==> src/hdl/pfba_pkg.sv <==
// ----------------------------------------------------------------------------
// pfba_pkg: shared types and constants for the page frame allocator
// Action and status codes, field widths and the controller command bundle.
// ----------------------------------------------------------------------------
package pfba_pkg;

  // Field widths
  localparam int unsigned RSV_W       = 15;  // reserve_last
  localparam int unsigned ADDR_W      = 27;  // frame_address
  localparam int unsigned FRAME_SHIFT = 12;  // 4 KiB frames
  localparam int unsigned IDX_W       = ADDR_W - FRAME_SHIFT;
  localparam int unsigned IN_TDATA_W  = 16;
  localparam int unsigned OUT_TDATA_W = 32;

  // Action codes (s_axis_tuser)
  localparam logic ACT_CLEAR = 1'b0;
  localparam logic ACT_ALLOC = 1'b1;

  // Status codes (m_axis_tuser)
  localparam logic STS_DONE = 1'b0;
  localparam logic STS_FULL = 1'b1;

  // Controller to datapath commands
  typedef struct packed {
    logic cap;  // latch the incoming request
    logic run;  // execute latched request, load result register
  } cmd_t;

endpackage

==> src/hdl/pfba_ctrl.sv <==
// ----------------------------------------------------------------------------
// pfba_ctrl: sequencing for the page frame allocator
// Takes one request at a time, runs it once the result register is free.
// ----------------------------------------------------------------------------
module pfba_ctrl (
  input  logic          clk_i,
  input  logic          rst_ni,
  input  logic          in_valid_i,
  output logic          in_ready_o,
  output logic          out_valid_o,
  input  logic          out_ready_i,
  output pfba_pkg::cmd_t cmd_o
);
  import pfba_pkg::*;

  localparam logic ST_IDLE = 1'b0;
  localparam logic ST_EXEC = 1'b1;

  logic state_q, state_d;
  logic out_valid_q, out_valid_d;
  logic out_free;

  // result register is free when empty or being drained this cycle
  assign out_free = !out_valid_q || out_ready_i;

  assign in_ready_o  = (state_q == ST_IDLE);
  assign out_valid_o = out_valid_q;

  always_comb begin
    state_d     = state_q;
    out_valid_d = out_valid_q && !out_ready_i;
    cmd_o       = '0;
    case (state_q)
      ST_IDLE: begin
        if (in_valid_i) begin
          cmd_o.cap = 1'b1;
          state_d   = ST_EXEC;
        end
      end
      ST_EXEC: begin
        if (out_free) begin
          cmd_o.run   = 1'b1;
          out_valid_d = 1'b1;
          state_d     = ST_IDLE;
        end
      end
      default: begin
        state_d = ST_IDLE;
      end
    endcase
  end

  always_ff @(posedge clk_i or negedge rst_ni) begin
    if (!rst_ni) begin
      state_q     <= ST_IDLE;
      out_valid_q <= 1'b0;
    end else begin
      state_q     <= state_d;
      out_valid_q <= out_valid_d;
    end
  end

  // a request is only executed after it was latched
  a_run_in_exec: assert property (@(posedge clk_i) disable iff (!rst_ni)
    cmd_o.run |-> (state_q == ST_EXEC))
    else $error("run issued outside EXEC");

  // executing never overwrites an undelivered result
  a_no_overwrite: assert property (@(posedge clk_i) disable iff (!rst_ni)
    cmd_o.run |-> (!out_valid_q || out_ready_i))
    else $error("result register overwritten");

endmodule

==> src/hdl/pfba_dpath.sv <==
// ----------------------------------------------------------------------------
// pfba_dpath: allocation state and result datapath
// Lowest-first allocation after a prefix reserve always leaves the used
// frames as one contiguous run from frame 0, so the bitmap is held as a
// fill count: frames below used_cnt_q are used, the rest free.
// ----------------------------------------------------------------------------
module pfba_dpath #(
  parameter int unsigned FRAME_COUNT = 32768
) (
  input  logic                          clk_i,
  input  logic                          rst_ni,
  input  pfba_pkg::cmd_t                cmd_i,
  input  logic                          action_i,
  input  logic [pfba_pkg::RSV_W-1:0]    reserve_last_i,
  output logic [pfba_pkg::ADDR_W-1:0]   frame_address_o,
  output logic                          status_o
);
  import pfba_pkg::*;

  localparam int unsigned CNT_W = $clog2(FRAME_COUNT + 1);
  localparam int unsigned CMP_W = (CNT_W > RSV_W + 1) ? CNT_W : RSV_W + 1;
  localparam int unsigned EXT_W = CNT_W + IDX_W;

  logic              action_q;
  logic [RSV_W-1:0]  rsv_q;
  logic [CNT_W-1:0]  used_cnt_q, used_cnt_d;
  logic [ADDR_W-1:0] addr_q, addr_d;
  logic              sts_q, sts_d;

  logic [CMP_W-1:0]  rsv_ext;
  logic              full;
  logic [EXT_W-1:0]  idx_ext;

  assign rsv_ext = CMP_W'(rsv_q);
  assign full    = (used_cnt_q == CNT_W'(FRAME_COUNT));
  assign idx_ext = EXT_W'(used_cnt_q);

  always_comb begin
    used_cnt_d = used_cnt_q;
    addr_d     = '0;
    sts_d      = STS_DONE;
    case (action_q)
      ACT_CLEAR: begin
        // a reserve reaching or past the last frame marks every frame used
        if (rsv_ext >= CMP_W'(FRAME_COUNT - 1)) begin
          used_cnt_d = CNT_W'(FRAME_COUNT);
        end else begin
          used_cnt_d = CNT_W'(rsv_ext + 1'b1);
        end
      end
      ACT_ALLOC: begin
        if (full) begin
          sts_d = STS_FULL;
        end else begin
          used_cnt_d = used_cnt_q + 1'b1;
          // address wraps to the field width
          addr_d     = {idx_ext[IDX_W-1:0], {FRAME_SHIFT{1'b0}}};
        end
      end
      default: begin
        sts_d = STS_DONE;
      end
    endcase
  end

  always_ff @(posedge clk_i or negedge rst_ni) begin
    if (!rst_ni) begin
      used_cnt_q <= '0;
    end else if (cmd_i.run) begin
      used_cnt_q <= used_cnt_d;
    end
  end

  always_ff @(posedge clk_i) begin
    if (cmd_i.cap) begin
      action_q <= action_i;
      rsv_q    <= reserve_last_i;
    end
    if (cmd_i.run) begin
      addr_q <= addr_d;
      sts_q  <= sts_d;
    end
  end

  assign frame_address_o = addr_q;
  assign status_o        = sts_q;

  a_cnt_range: assert property (@(posedge clk_i) disable iff (!rst_ni)
    used_cnt_q <= CNT_W'(FRAME_COUNT))
    else $error("fill count beyond frame count");

  a_alloc_step: assert property (@(posedge clk_i) disable iff (!rst_ni)
    (cmd_i.run && action_q == ACT_ALLOC && !full) |=>
      (used_cnt_q == $past(used_cnt_q) + 1'b1 && sts_q == STS_DONE))
    else $error("allocate did not claim exactly one frame");

  a_full_hold: assert property (@(posedge clk_i) disable iff (!rst_ni)
    (cmd_i.run && action_q == ACT_ALLOC && full) |=>
      (sts_q == STS_FULL && $stable(used_cnt_q)))
    else $error("failed allocate changed state");

endmodule

==> src/hdl/page_frame_bitmap_allocator_core.sv <==
// ----------------------------------------------------------------------------
// page_frame_bitmap_allocator_core: physical page frame allocator
// Hands out 4 KiB frames lowest first; a clear request reserves low frames.
// ----------------------------------------------------------------------------
// Usage:
//   Requests arrive on s_axis: tuser selects clear (0) or allocate (1),
//   tdata carries the last reserved frame for a clear. Every request gives
//   exactly one result on m_axis: tdata the frame byte address (frame * 4096,
//   27 bits, 0 on clear or failure), tuser the status (1 = no free frame).
//   Sequence: the controller latches a request in its IDLE state, then
//   executes it in EXEC once the output register is free, loading the result.
//   The latch/execute sequence of the controller takes one request at a
//   time, so one request is in flight at a time.
//   The result sits in an output register, so a new request is latched
//   while the previous result waits; a stalled m_axis_tready holds the
//   result and blocks execution of the next request until it is taken.
//   Reset: all frames free, no result pending. State is a fill count,
//   so there is no clearing pass; a clear request runs the same latch/execute sequence.
// ----------------------------------------------------------------------------
module page_frame_bitmap_allocator_core #(
  parameter int unsigned FRAME_COUNT = 32768
) (
  input  logic                                clk_i,
  input  logic                                rst_ni,
  input  logic                                s_axis_tvalid,
  output logic                                s_axis_tready,
  input  logic [pfba_pkg::IN_TDATA_W-1:0]     s_axis_tdata,   // [14:0] reserve_last, [15] 0
  input  logic                                s_axis_tuser,   // [0] action
  output logic                                m_axis_tvalid,
  input  logic                                m_axis_tready,
  output logic [pfba_pkg::OUT_TDATA_W-1:0]    m_axis_tdata,   // [26:0] frame_address, [31:27] 0
  output logic                                m_axis_tuser    // [0] status
);
  import pfba_pkg::*;

  cmd_t              cmd;
  logic [ADDR_W-1:0] frame_address;

  pfba_ctrl u_ctrl (
    .clk_i       (clk_i),
    .rst_ni      (rst_ni),
    .in_valid_i  (s_axis_tvalid),
    .in_ready_o  (s_axis_tready),
    .out_valid_o (m_axis_tvalid),
    .out_ready_i (m_axis_tready),
    .cmd_o       (cmd)
  );

  pfba_dpath #(
    .FRAME_COUNT (FRAME_COUNT)
  ) u_dpath (
    .clk_i           (clk_i),
    .rst_ni          (rst_ni),
    .cmd_i           (cmd),
    .action_i        (s_axis_tuser),
    .reserve_last_i  (s_axis_tdata[RSV_W-1:0]),
    .frame_address_o (frame_address),
    .status_o        (m_axis_tuser)
  );

  assign m_axis_tdata = OUT_TDATA_W'(frame_address);

endmodule
==> config.mk <==
export PLATFORM = sky130hd
export DESIGN_NAME = page_frame_bitmap_allocator_core
export DESIGN_NICKNAME = d
export VERILOG_FILES = /design/src/hdl/pfba_pkg.sv /design/src/hdl/pfba_ctrl.sv /design/src/hdl/pfba_dpath.sv /design/src/hdl/page_frame_bitmap_allocator_core.sv
export SDC_FILE = /design/constraint.sdc
export NUM_CORES = 1
export LEC_CHECK = 0
export BUFFER_PORTS_ARGS = -buffer_cell sky130_fd_sc_hd__buf_2
export CAP_MARGIN = 20
export CORE_AREA = 2 2 81 83
export CTS_CLUSTER_SIZE = 12
export DETAILED_ROUTE_END_ITERATION = 8
export DIE_AREA = 0 0 83 85
export PLACE_DENSITY = 0.75
export REMOVE_ABC_BUFFERS = 1
export SETUP_SLACK_MARGIN = 0.05
export SLEW_MARGIN = 10
export SYNTH_ARGS = -nofsm -noshare
export SYNTH_HDL_FRONTEND = slang
export SYNTH_SLANG_ARGS = --single-unit
==> constraint.sdc <==
create_clock -name clk_i -period 2.5 [get_ports clk_i]
set_input_delay 0.625 -clock clk_i [delete_from_list [all_inputs] [get_ports clk_i]]
set_output_delay 0.625 -clock clk_i [all_outputs]
set_load 0.01 [all_outputs]
* Word level (Yosys, flattened, before mapping)
Cells that the tools add are included.
Word-level totals: bits in registers 62, bits of input ports 21, word-level logic and storage cells 33, output and inout bits 35
Cells by class: add/sub/neg operators 2, muxes and demuxes 12, bitwise gates (word level) 2, equal/unequal tests 2, magnitude comparators 1, reduce and logical (&&, ||, !) cells 6
Operators by type and width (number):
- $mux 16 | 2
- $pmux 16 s2 | 1
- $add 15x1->16 const B | 1
- $add 16x1->16 const B | 1
- $eq 16x16->1 const B | 1
- $ge 15x15->1 const B | 1
- $mux 1 | 8
- $logic_not 1->1 | 2
- $ne 2x2->1 const B | 1
- $not 1->1 | 2
- $pmux 1 s2 | 1
- $reduce_and 2->1 | 1
- $reduce_or 2->1 | 1
- $logic_and 1x1->1 | 1
- $logic_or 1x1->1 | 1

* Logic depth before layout (Yosys ltp)
depth in word-level cells 5, depth in mapped cells 8, gate-level depth less buffers 7

* Hierarchy
A second synthesis with hierarchy kept.
Second synthesis, totals: cells, all modules 242, area, all modules 2663.8 um2
Modules (own cells, without submodules):
- pfba_dpath | sequential area each 1361.3 um2, area an instance 2528.7 um2, instances 1, cells an instance 228
- pfba_ctrl | sequential area each 50.0 um2, area an instance 93.8 um2, instances 1, cells an instance 8
- page_frame_bitmap_allocator_core | sequential area each 0.0 um2, area an instance 41.3 um2, instances 1, cells an instance 6

* Worst setup path after synthesis
No wires, ideal clock.
path type input to register, start input m_axis_tready, end register u_dpath.used_cnt_q[13], setup time 0.138 ns, data required time 2.362 ns, path slack 0.377 ns, buffers on the path 0, stages 6, arrival 1.985 ns, cell sequence nand2b_1 -> nand2_1 -> clkinv_1 -> o21a_1 -> nand2_1 -> o221ai_1
RTL lines:
- from (decl) | line page_frame_bitmap_allocator_core.sv:30 | input logic m_axis_tready,
- to (signal assigned) | line pfba_dpath.sv:70 | used_cnt_q <= used_cnt_d;
- to (decl) | line pfba_dpath.sv:26 | logic [CNT_W-1:0] used_cnt_q, used_cnt_d;

* Final worst setup path
start register u_dpath.used_cnt_q[0], end register u_dpath.used_cnt_q[4]
Between the ends: cells in the longest elaborated chain, start to end 3, elaborated cells between the ends (all ways) 6, classes of those cells 1 x add/sub; 2 x eq/ne; 2 x mux; 1 x reduce/logical
RTL lines (line):
- $add 16x1->16 / $eq 16x16->1 (equally long branches) | pfba_dpath.sv:55, pfba_dpath.sv:35
- $mux 16 / $ne 2x2->1 (equally long branches)
- $pmux 16 s2 / $reduce_and 2->1 (equally long branches)
Parallel ways exist; a longest one is shown, timed or not. The select of a mux whose other input is x is not followed. A chain may end at the register's enable or synchronous reset.

==> flow_summary.toml <==
[yosys]
synth_cells = 239
avgSynthCellArea_um2 = 10.94
synth-warning-count = 0
synth_area_leaders = "edfxtp_1 37%, dfrtp_1 17%, buf_4 5.2%, and2_1 3.1%, nand3_1 2.7%"
ys_ff_latch = 50
synth_edf_count = 32
yosysSeqAreaShare_pct = 53.97
synth.most_common_cell = "edfxtp_1"
synthTopCellsByCount = "32 x edfxtp_1, 18 x buf_4, 18 x dfrtp_1"
ys_types = 45
synth_top_cell_by_area = "edfxtp_1"
synth_top_flop_cell = "edfxtp_1"
syn_area_um2 = 2615
synth_top_area_share_pct = 36.75
async_flop_share_pct = 36.00

[route]
drtPass1Iterations = 4
drt_wl_total_um = 4705
routed_via_density = 5.229
drc = 0
ant_nets = 0
drt-initial-drc-count = 193
num_vias = 1851
wl_per_cell_um = 13.29

[grt]
grt.total_usage_pct = 14.01
grt_overflow = 0
first_global_vias = 1766
grt_max_degree = 28
grt_first_pass_wirelength_um = 8142
grt_antenna_before_repair = 0

[sta]
setup_viol = 0
rsz0062_at_grt = "no"
fin_skew_ns = 0.009003
finalSetupTns_ns = 0
finalHoldViolations = 0
fin_crit_ns = 2.224
fin_hold_ws_ns = 0.2447
max_freq_mhz = 449.7
min_period_over_period_pct = 88.95
slew_violations = 0

[floorplan]
io_pins = 56
rows = 29
die_w_um = 83
core_area_um2 = 6205
die_y_um = 85
start_util_pct = 42.15
dieArea_um2 = 7055

[cells_and_area]
drive_gt1_share_pct = 20.22
synthToLayoutAreaGrowth_pct = 10.05
antenna_cells = 0
nets = 300
finish.utilization_pct = 46.38

[clock_network]
cts_buffers = 5
cts_tree = "done"
cts_max_level = 2
cts-root-buf = "clkbuf_8"
cts_setup_buffers = 0
cts_resized = 0
holdBufCountCts = 0
clkTransAtPathRegs_ns = 0.09
clk_path_buf_depth = 2
numClockSinks = 50
clkLatencyLatePin_ns = 0.31

[placement]
gp_congestion = 0.9238
hpwlAfterDp_um = 3414
io_buffers = 37

[setup_path]
cp_max_fo = 18
critical_path_class = "register to register"
arrival_ns = 2.39
critPathCaptureType = "register"
cp_cell_sequence = "inv_1 > ha_1 > nor4b_1 > nand4_1 > o21ai_4 > o21ai_0 > o311ai_0"
crit_buf_inv = 1
start_kind = "register"
cp_top_family = "compound AO/OA/AOI/OAI gates"
crit_path_top_delay_cell = "o21ai_4"
slowest_delay_ns = 0.50
critPathRequiredTime_ns = 2.67

[flow_run]
max-cap-violations = 0

[pwr]
p_int_mw = 1.794
power_density_nw_per_um2 = 1002
p_leak_nw = 1.120
peakVddDrop_mv = 0.3550
sequentialPowerShare_pct = 51.5
p_comb_share_pct = 32.4
p_switching_mw = 1.090
p_sw_share_pct = 37.79
clkPwrFrac_pct = 16.1

[min_path]
hp-class = "input port to async pin"

[outcome]
status = "finished, final reports clean"
[flip-flops by register name, summed over array words and instances (netlist names)]
name and flops:
u_dpath.rsv_q 15, u_dpath.used_cnt_q 16, u_ctrl.out_valid_o 1, u_ctrl.state_q 1
u_dpath.frame_address_o 15, u_dpath.action_q 1, u_dpath.status_o 1
[placed cells by master, fill, tap and decap left out, drive strengths merged, types with 7 or more instances in the layout]
| cell | synthesis | final |
|---|---|---|
| and3 | 8 | 8 |
| nor2 | 13 | 13 |
| inv | 7 | 7 |
| nand2 | 17 | 17 |
| nand3 | 14 | 14 |
| and2 | 14 | 14 |
| buf | 22 | 41 |
| dfrtp | 18 | 18 |
| conb | 1 | 17 |
| xnor2 | 7 | 7 |
| o21ai | 13 | 13 |
| nand4 | 8 | 8 |
| edfxtp | 32 | 32 |
| a21oi | 11 | 11 |
[cells by family (layout without fill, tap and decap cells)]
kind of cell	after synthesis	in the layout	share of synthesized area, %
compound gates	47	47	12.78
xor+xnor	12	12	4.019
fa+ha+maj	3	3	1.436
buf+inv	36	58	8.900
flops	50	50	53.97
mux	1	1	0.4306
other cells	1	17	0.1434
simple gates	89	89	18.33
[power groups by stage]
stage          sequential [mW]  clock, mW  combinational (mW)
3_5_place_dp              1.49          0               0.936
3_3_place_gp              1.48          0               0.908
2_1_floorplan             1.50          0               0.571
4_1_cts                   1.48      0.480               0.938
6_report                  1.48      0.465               0.935
5_1_grt                   1.53      0.517                1.05
[metrics by stage]
stage,area [um^2],setup slack [ns],instances,power [mW]
after floorplan,2476,0.3750,228,2.073
after global placement,2788,0.3661,346,2.387
after detailed placement,2788,0.3324,346,2.430
after CTS,2878,0.3252,354,2.894
after global routing,2878,0.1379,354,3.092
final,2878,0.2762,354,2.884
[worst paths after layout]
| check | end | from | slack, ns | cells past startpoint |
|---|---|---|---|---|
| max in group asynchronous | u_dpath.used_cnt_q[4] | rst_ni | 1.95 | 1 |
| min in group clk_i | u_dpath.rsv_q[4] | s_axis_tdata[4] | 0.48 | 1 |
| hold / removal | u_dpath.used_cnt_q[6] | rst_ni | 0.24 | 1 |
| setup / recovery | u_dpath.used_cnt_q[4] | u_dpath.used_cnt_q[0] | 0.28 | 7 |
| setup reg to reg | u_dpath.used_cnt_q[4] | u_dpath.used_cnt_q[0] | 0.28 | 7 |
| hold reg to reg | u_ctrl.out_valid_o | u_ctrl.out_valid_o | 0.51 | 2 |
[per-layer routing]
metal | up-vias | global-route usage [%] | part of all wire [%]
li1 | 915 | - | -
met5 | - | 0 | 0
met2 | 87 | 22.80 | 47
met3 | 10 | 3.794 | 7.4
met1 | 839 | 18.30 | 44
met4 | 0 | 4.620 | 1.7
[cell type report]
class,instances,area (um^2)
Clock buffer,5,68.82
Clock inverter,3,21.27
Fill cell,595,3327
Inverter,9,33.78
Multi-Input combinational cell,169,1031
Sequential cell,50,1411
Tap cell,77,96.34
Timing Repair Buffer,41,215.2
Power figures use the tool's default switching activity.
